`config.mk`:
```
export PLATFORM = sky130hd
export DESIGN_NAME = ftf_cell
export DESIGN_NICKNAME = d
export VERILOG_FILES = /design/src/hdl/ftf_pkg.sv /design/src/hdl/ftf_cell.sv
export SDC_FILE = /design/constraint.sdc
export NUM_CORES = 1
export LEC_CHECK = 0
export BUFFER_PORTS_ARGS = -buffer_cell sky130_fd_sc_hd__buf_2
export CAP_MARGIN = 25
export CORE_MARGIN = 4
export CORE_UTILIZATION = 37
export DETAILED_ROUTE_END_ITERATION = 6
export GPL_TIMING_DRIVEN = 0
export PLACE_DENSITY_LB_ADDON = 0.1
export SETUP_SLACK_MARGIN = 0.2
export SYNTH_ARGS = -nofsm -noshare
export SYNTH_HDL_FRONTEND = slang
export SYNTH_SLANG_ARGS = --single-unit
```
`constraint.sdc`:
```
create_clock -name clk -period 2.5 [get_ports clk]
set_clock_uncertainty 0.05 [all_clocks]
set_input_delay 0.125 -clock clk [delete_from_list [all_inputs] [get_ports clk]]
set_output_delay 0.125 -clock clk [all_outputs]
set_load 0.03 [all_outputs]
```
`src/hdl/ftf_pkg.sv`:
```
// Package for the FIFO frame table: sizes, entry and control types,
// request and status codes. No dependencies.
package ftf_pkg;

  localparam int FRAMES     = 64;
  localparam int PAGE_BITS  = 20;
  localparam int OWNER_BITS = 16;

  localparam int IDX_BITS = (FRAMES > 1) ? $clog2(FRAMES) : 1;
  localparam int CNT_BITS = $clog2(FRAMES + 1);
  localparam int OUT_CNT_BITS = 7;

  typedef enum logic [2:0] {
    REQ_INSERT = 3'd0,
    REQ_LOOKUP = 3'd1,
    REQ_DELETE = 3'd2,
    REQ_PURGE  = 3'd3,
    REQ_VICTIM = 3'd4
  } req_t;

  typedef enum logic [1:0] {
    STS_OK       = 2'd0,
    STS_NOTFOUND = 2'd1,
    STS_FULL     = 2'd2,
    STS_EMPTY    = 2'd3
  } status_t;

  typedef enum logic [1:0] {
    CELL_HOLD  = 2'd0,
    CELL_LOAD  = 2'd1,
    CELL_SHIFT = 2'd2
  } cell_op_t;

  typedef enum logic [1:0] {
    ST_IDLE = 2'd0,
    ST_RUN  = 2'd1,
    ST_DONE = 2'd2
  } state_t;

  typedef struct packed {
    logic [PAGE_BITS-1:0]  upage;
    logic [PAGE_BITS-1:0]  kpage;
    logic [OWNER_BITS-1:0] owner;
  } entry_t;

  typedef struct packed {
    cell_op_t            op;
    logic [IDX_BITS-1:0] wpos;
    logic                keep;
  } cell_ctl_t;

endpackage

```
`src/hdl/ftf_cell.sv`:
```
// One slot of the frame table chain: holds one entry and takes its upper
// neighbor, the head entry or a new entry. Depends on ftf_pkg.
module ftf_cell (
  input  logic               clk,
  input  logic [ftf_pkg::IDX_BITS-1:0] cell_idx,
  input  ftf_pkg::cell_ctl_t ctl,
  input  ftf_pkg::entry_t    nbr,
  input  ftf_pkg::entry_t    head,
  input  ftf_pkg::entry_t    new_entry,
  output ftf_pkg::entry_t    data
);
  import ftf_pkg::*;

  entry_t data_r;
  entry_t data_nxt;
  logic   at_wpos;

  assign at_wpos = (cell_idx == ctl.wpos);

  always_comb begin
    data_nxt = data_r;
    case (ctl.op)
      CELL_LOAD: begin
        if (at_wpos) data_nxt = new_entry;
      end
      CELL_SHIFT: begin
        // recycle the head into the tail slot, everything else moves down
        data_nxt = (ctl.keep && at_wpos) ? head : nbr;
      end
      default: data_nxt = data_r;
    endcase
  end

  always_ff @(posedge clk) begin
    data_r <= data_nxt;
  end

  assign data = data_r;

endmodule

```
# == Word-level counts from Yosys, hierarchy flattened ==
# Index checks and enable logic that the tools add are counted.
# totals
register_bits,56
output_inout_bits,56
# op_classes
eq_ne,4
n_mux,3
n_reduce_logical,3
# op_table
op,n
56-bit two-way mux,2
56-bit one-hot mux with 2 select lines,1
6-bit == test,1
2-bit by 1-bit == test with 1-bit output (second input constant),1
2-bit == test (second input constant),1
2-bit != test (second input constant),1
2-bit AND reduction,1
2-bit nonzero test,1
1-bit logical AND,1

# == Longest topological paths before layout ==
# Gate-level depths: netlist (run 1).
# depth
depth_word,4
ltp_mapped,6

# == Least setup slack after synthesis (run 1) ==
# Ideal clock, no wire load.
# synth_path
path_type,input to register
startpoint,input ctl[6] in the netlist's numbering
endpoint,"register data_r, in the netlist data[0], enable pin"
setup_time_ns,0.415
arrival_time_ns,2.092
t_required_ns,2.035
path_slack_ns,-0.057
stages,6
path_buffers,2
cell_sequence,xor2_1 -> nor2_1 -> buf_2 -> buf_4 -> nand4b_1 -> nand2_1
# synth_between
elab_chain_len,3
# synth_rtl
element,line,source
from (decl),ftf_cell.sv:6,"input ftf_pkg::cell_ctl_t ctl,"
6-bit == test,ftf_cell.sv:18,assign at_wpos = (cell_idx == ctl.wpos);
2-bit != test (no source line),-,
2-bit AND reduction (no source line),-,
to (signal assigned),ftf_cell.sv:35,data_r <= data_nxt;
to (decl),ftf_cell.sv:14,entry_t data_r;
# No other way between the ends.
# A chain may end at the register's enable or synchronous reset.

# == Worst setup path in the final report (run 1) ==
# layout_path
startpoint,input ctl[6] in the netlist's numbering
endpoint,"register data_r, in the netlist data[16], enable pin"
# The elaborated chain is that of the path after synthesis.

==> results of run 1 <==
## power breakdown
part | switching [mW] | internal, mW
logic | 0.440 | 0.258
clock network | 0.294 | 0.192
registers | 0.0173 | 1.12
## path summary, 6_finish.rpt
kind / startpoint / end / slack (ps)
setup / recovery: ctl[6] / data[16]$_DFFE_PP_ / 500
hold / removal: new_entry[28] / data[28]$_DFFE_PP_ / 90
## final cells by class
class / instances / area, sq um / area share, %
Multi-Input combinational cell: 238 / 1370 / 29.0
Buffer: 42 / 241 / 5.11
Clock inverter: 1 / 5.00 / 0.106
Clock buffer: 6 / 72.6 / 1.54
Sequential cell: 56 / 1680 / 35.6
Timing Repair Buffer: 240 / 1220 / 25.7
Antenna cell: 1 / 2.50 / 0.0529
Tap cell: 108 / 135 / 2.86
## cells by family (layout without fill, tap and decap cells)
| logic type | after synthesis | count (layout) |
|---|---|---|
| xor+xnor | 6 | 6 |
| flops | 56 | 56 |
| other cells | 0 | 1 |
| compound gates | 160 | 160 |
| buf+inv | 42 | 289 |
| simple gates | 72 | 72 |
## synth_stat cells (2+ instances only)
cell / instances / area, sq um
a41oi_1: 48 / 420
nand4_1: 9 / 56.3
o21ai_2: 3 / 26.3
xnor2_1: 4 / 35.0
buf_1: 3 / 11.3
a31oi_1: 8 / 50.1
buf_4: 5 / 37.5
clkbuf_1: 19 / 71.3
buf_2: 7 / 35.0
o21ai_1: 37 / 185
edfxtp_1: 56 / 1680
xor2_1: 2 / 17.5
buf_6: 7 / 78.8
nor2_1: 57 / 214
o21ai_0: 16 / 80.1
a21oi_1: 48 / 240
## routing by layer
metal	vias to the layer above	global-route usage, %	wire (um)
met1	1764	27.5	4660
met3	13	5.73	1300
met2	194	40.4	6440
met5	-	0	0
li1	1809	-	-
met4	0	5.65	195
## metrics by stage
step	util, %	TNS (ps)	worst slack [ps]	instance area (sq um)	power (mW)
6_report	54.5	0	501	4730	2.32
5_1_grt	54.5	0	360	4730	2.44
4_1_cts	54.4	0	502	4720	2.34
3_5_place_dp	53.5	0	167	4650	1.86
3_3_place_gp	53.3	-10540	-190	4630	1.85
2_1_floorplan	-	0	452	3300	1.56
==> summary.md, run 1 <==
| Metric | Value |
|---|---|
| Global Route Usage Sum | 22.7% |
| First-pass GRT wire length | between 15000 and 20000 um |
| Fmax | 500 MHz |
| CTS tree | done |
| Adder-cell share of the synthesized area | 0% |
| Simple-gate area share of the yosys netlist | 9.57% |
| Initial core utilization | 37.9% |
| Resized Gates After CTS | 0 |
| Routed wire per std cell | 18.2 um |
| Slew HR | 64.8% |
| CP top delay family | buffers and inverters |
| # IOs | 240 |
| Post-CTS Setup Inserts | 0 |
| Most frequent cells in the layout | 246 x buf_2, 57 x nor2_1, 56 x edfxtp_1, 48 x a41oi_1, 48 x a21oi_1 |
| Post-DP HPWL | 9760 um |
| PwrDens | ~500 nW/um^2 |
| Number of flip-flops in the largest register | 56 |
| Clock slew at reported path FFs | about 100 ps |
| Initial antenna violation count | 1 |
| Tcrit/Tclk final | between 70 and 80% |
| Fill count | 852 |
| Instance count on the critical path | 8 |
| Vias per inst | 5.46 |
| Yosys Warn Count | 0 |
| Hold WC Path Type | in2reg |
| Via Count | 3780 |
| Pre-antenna DRT Iters | 4 |
| Finished Layout Cells | 692 |
| Final hold slack | 92.3 ps |
| DRT iter0 DRCs | 195 |
| Sequential area share after synthesis | 51.1% |
| Most common cell after layout, fill and taps aside | buf_2 |
| Largest net degree at the start of global routing | 40 |
| Port Buffers | around 240 |
| Core area | 8680 sq um |
| Distinct cells, synth | 23 |
| Layout cells sized above 1 | 46.5% |
| Compound-cell area share of the yosys netlist | 30.4% |
| Die footprint | ~10000 sq um |
| Post-Syn Area per Cell | 9.80 sq um |
| Max Cap Viol | 0 |
| Synth Register Bits | 56 |
| Critical-path top delay cell | nand2_2 |
| DRC viols | 0 |
| Vias in the first global route | 3670 |
| Number of flops mapped to enable cells by yosys | 56 |
| Die height | around 100 um |
| Max Slew Vio Count | 0 |
| Cells on Worst Hold Path | 3 |
| Mux contribution to synthesized area | 0% |
| WP data required | 2450 ps |
| CP Buf/Inv Count | 4 |
| Endpoints failing setup | 0 |
| Async SR Flop Fraction | 0% |
| Mapped cell area | approximately 3300 sq um |
| CP Class | in2reg |
| Post-synthesis xor/xnor area fraction | between 1.5 and 2% |
| Most frequent cell on the critical path | buf_2 |
| Tmin final | roughly 2000 ps |
| Status | completed |
| Placer Congestion | 0.878 |
| Worst-Margin Slew | ~530 ps |
| CP endpoint kind | flip-flop |
| WL final | 12600 um |
| Largest family of logic cells by synthesized area | compound AO/OA/AOI/OAI gates |
| Clock root buffer | clkbuf_8 |
| CTS buffer count | 5 |
| Total congestion overflow | 0 |
| Critical Path Source Type | input port |
| Critical path, cell by cell | buf_2 -> xor2_1 -> nor2_1 -> buf_2 -> buf_4 -> nand4b_1 -> nand2_2 -> buf_12 |
| Area grow syn2layout | 43.5% |
| Ys flop type | edfxtp_1 |
| Cell count after synthesis | 336 |
| Maximum VDD drop | around 290 uV |
| CP Max Fanout | 39 |
| Final Hold Viols | 0 |
| Post-cts hold buffer count | 0 |
| Critical Path AT | 1950 ps |
| Slowest cell delay on critical path | 390 ps |
| P_leak | about 2.0 nW |
| H-tree depth | 2 |
| Final net count | ~770 |
| Clk sink count | between 50 and 60 |
| Clk buf depth | 2 |
| Unrepaired setup endpoints after global routing | false |
| Row cnt | 34 |
| Cells after DPL | 684 |
| Die X-Extent | 102 um |
| Post-synth net total | 520 |
| Antenna Nets Post-Route | 0 |
Power figures use the tool's default switching activity.
==> run 2, diff against run 1 <==
--- a/config.mk
+++ b/config.mk
@@ -5,10 +5,11 @@
 export SDC_FILE = /design/constraint.sdc
 export NUM_CORES = 1
 export LEC_CHECK = 0
+export ABC_AREA = 1
 export BUFFER_PORTS_ARGS = -buffer_cell sky130_fd_sc_hd__buf_2
 export CAP_MARGIN = 25
 export CORE_MARGIN = 4
-export CORE_UTILIZATION = 37
+export CORE_UTILIZATION = 43
 export DETAILED_ROUTE_END_ITERATION = 6
 export GPL_TIMING_DRIVEN = 0
 export PLACE_DENSITY_LB_ADDON = 0.1
==> constraint.sdc (replaced) <==
create_clock -name clk -period 2.05 [get_ports clk]
set_clock_uncertainty 0.05 [all_clocks]
set_input_delay 0.1025 -clock clk [delete_from_list [all_inputs] [get_ports clk]]
set_output_delay 0.1025 -clock clk [all_outputs]
set_load 0.03 [all_outputs]
==> run 2 against run 1 <==
  * Utilization rose by 8.2 points
  * Cell count rose by 25%
  * Die area fell by 3.6%
  * Critical path depth did not move
  * Synthesized area rose by 12%
  * Clock-buffer cell count fell by 1
  * Clock power rose by 48%
  * Synthesized cell count rose by 51%
  * Flip-flop and latch count did not move
  * Sequential share of layout area fell by 3.1 points
  * Largest power group unchanged
==> summary.md, run 2 <==
| Metric | Value |
|---|---|
| Status | completed |
| Most common cell after layout, fill and taps aside | buf_2 |
| Largest family of logic cells by synthesized area | simple AND/OR/NAND/NOR gates |
| Compound-cell area share of the yosys netlist | 0% (-30 points) |
| Mapped cell area | 3680 sq um (+12%) |
| Mux contribution to synthesized area | 0% (unchanged) |
| Min-delay src | new_entry[12] |
| Initial antenna violation count | 0 (-1) |
| Clk buf depth | 2 (unchanged) |
| Total congestion overflow | 0 (unchanged) |
| Pre-CTS setup slack | -227 ps (-394 ps) |
| DRC viols | 0 (unchanged) |
| Via Count | 4170 (+10%) |
| Antenna Nets Post-Route | 0 (unchanged) |
| Largest net degree at the start of global routing | 57 (+43%) |
| Hold WC Path Type | in2reg |
| Row cnt | 33 (-2.9%) |
| Post-synthesis xor/xnor area fraction | 0.952% (-0.64 points) |
| WL final | 12000 um (-4.4%) |
| Slew HR | 37.2% (-28 points) |
| WP data required | 2000 ps (-450 ps) |
| Number of flip-flops in the largest register | 56 (unchanged) |
| Clock slew at reported path FFs | 100 ps (about the same) |
| Cell taking the most area after synthesis | edfxtp_1 |
| Worst-Margin Slew | 942 ps (+413 ps) |
| Ys flop type | edfxtp_1 |
| Clk sink count | 56 (unchanged) |
| Die height | 101 um (-1.8%) |
| CTS buffer count | 5 (unchanged) |
| Sequential area share after synthesis | 45.7% (-5.4 points) |
| Simple-gate area share of the yosys netlist | 35.9% (+26 points) |
| Fmax | a little over 600 MHz |
| Largest cells by area after synthesis | edfxtp_1 46%, nand2_1 18%, inv_1 12%, nand4_1 9.7%, nand3_1 7.8% |
| Layout cells sized above 1 | 35.6% (-11 points) |
| Unrepaired setup endpoints after global routing | false |
| Maximum VDD drop | 242 uV (-15%) |
| H-tree depth | 2 (unchanged) |
| # IOs | 240 (unchanged) |
| Tmin final | 1640 ps |
| CP Class | in2reg |
| Max Slew Vio Count | 0 (unchanged) |
| Die footprint | 10100 sq um (-3.6%) |
| Tcrit/Tclk final | 79.9% |
| Critical Path Source Type | input port |
| Distinct cells, synth | 14 (-39%) |
| Cells on Worst Hold Path | 3 (unchanged) |
| Final net count | 942 (+23%) |
| Share of the synthesized area in the top cell type | 45.7% (-5.4 points) |
| Cell count after synthesis | 508 (+51%) |
| Core area | 8260 sq um (-4.8%) |
| Post-DP HPWL | 9210 um (-5.7%) |
| Placer Congestion | 0.848 (-3.5%) |
| First-pass GRT wire length | 18200 um (unchanged) |
| Post-synth net total | 692 (+33%) |
| Post-synth top cells | 177 x nand2_1, 118 x inv_1, 57 x nand3_1, 57 x nand4_1, 56 x edfxtp_1 |
| Adder-cell share of the synthesized area | 0% (unchanged) |
| Synth Register Bits | 56 (unchanged) |
| Most frequent cells in the layout | 249 x buf_2, 176 x nand2_1, 118 x inv_1, 57 x nand3_1, 57 x nand4_1 |
| Die X-Extent | 101 um (-1.8%) |
| CTS tree | done |
| Vias in the first global route | 3971 (+8.2%) |
| Most common cell in the netlist | nand2_1 |
| CP Max Fanout | 28 (-28%) |
| Final Hold Viols | 0 (unchanged) |
| Critical Path AT | 1590 ps (-360 ps) |
| Endpoints failing setup | 0 (unchanged) |
| DRT iter0 DRCs | 210 (+7.7%) |
| Number of flops mapped to enable cells by yosys | 56 (unchanged) |
| Vias per inst | 4.83 (-12%) |
| Fin area | 5180 sq um (+9.6%) |
| Max Cap Viol | 0 (unchanged) |
| PwrDens | 562 nW/um^2 (+14%) |
| CP startpoint | ctl[6] |
| CP endpoint kind | flip-flop |
| PnR worst setup slack | 413 ps (-88.0 ps) |
| Yosys Warn Count | 0 (unchanged) |
| Placed cell areas | 5010 sq um (+7.9%) |
| Port Buffers | 239 (unchanged) |
| Area grow syn2layout | 40.7% |
| Total power | 2.91 mW (+25%) |
| P_leak | 3.04 nW (+51%) |
| Post-Syn Area per Cell | 7.24 sq um (-26%) |
| Routed wire per std cell | 13.9 um (-23%) |
| Global Route Usage Sum | 22.5% (-0.21 points) |
| Pre-antenna DRT Iters | 4 (unchanged) |
| Initial core utilization | 44.6% (+6.6 points) |
| Async SR Flop Fraction | 0% (unchanged) |
| Clock root buffer | clkbuf_8 |
| Antenna diodes | 0 (-1) |
[run 2: changes by cell type after synthesis, moves of 8 or more]
| cell | change |
|---|---|
| a31oi_1 | -8 |
| nand3_1 | +57 |
| clkbuf_1 | -8 |
| nand4_1 | +48 |
| o21ai_1 | -37 |
| a41oi_1 | -48 |
| o21ai_0 | -16 |
| a21oi_1 | -48 |
| nor2_1 | -55 |
| nand2_1 | +176 |
| inv_1 | +118 |
[run 2: final cells by class]
cell class / count / area, sq um
Tap cell: 105 / 131
Clock inverter: 3 / 37.5
Multi-Input combinational cell: 300 / 1400
Buffer: 36 / 200
Timing Repair Buffer: 241 / 1210
Inverter: 118 / 443
Fill cell: 793 / 3080
Sequential cell: 56 / 1680
Clock buffer: 5 / 68.8
[run 2: final timing paths]
kind                  to  slack, ps
max    data[1]$_DFFE_PP_        410
min   data[12]$_DFFE_PP_         10
[run 2: worst max-delay path, stage by stage]
cell,delay [ps]
buf_2,100
xor2_1,150
nor2_1,260
buf_4,250
buf_4,180
nand4_1,110
buf_4,200
nand2_8,220
[run 2: routing by layer]
layer	GRT usage [%]	routed length (um)	share of wire, %	up-vias
met2	40.7	6130	51	204
met4	6.11	223	1.9	0
met1	26.9	4430	37	1843
li1	-	-	-	2104
met5	0	0	0	-
met3	4.91	1250	10	19
[run 2: stage by stage]
stage | hold slack [ps] | utilization [%] | setup TNS (ps) | cells
4_1_cts | 0.976 | 62.2 | 0 | 861
6_report | 9.73 | 62.7 | 0 | 864
3_5_place_dp | 329 | 60.7 | -12500 | 852
3_3_place_gp | 322 | 60.7 | -13010 | 852
2_1_floorplan | 238 | - | 0 | 508
5_1_grt | 6.38 | 62.7 | 0 | 864
[run 2: timing repair]
action / 4_1_cts / 5_1_grt
buffers inserted: 0 / 1
endpoints found under the setup margin: 56 / 56
hold buffers: 1 / 0
gates resized for setup: 1 / 1
pin swaps: 0 / 2
hold endpoints to repair: 1 / 0
gates cloned: 0 / 2
[run 2: power breakdown]
group / internal (mW) / switching, mW / total [mW] / leakage (nW)
combinational: 0.293 / 0.505 / 0.798 / 2.47
sequential: 1.37 / 0.0235 / 1.39 / 0.518
clock: 0.357 / 0.364 / 0.721 / 0.0532
total: 2.02 / 0.892 / 2.91 / 3.04
[run 2: cells by family after synthesis]
kind of cell	count (synthesis)
DFF	56
buffers and inverters	154
and+or+nand+nor	294
xor gates and xnor gates	4
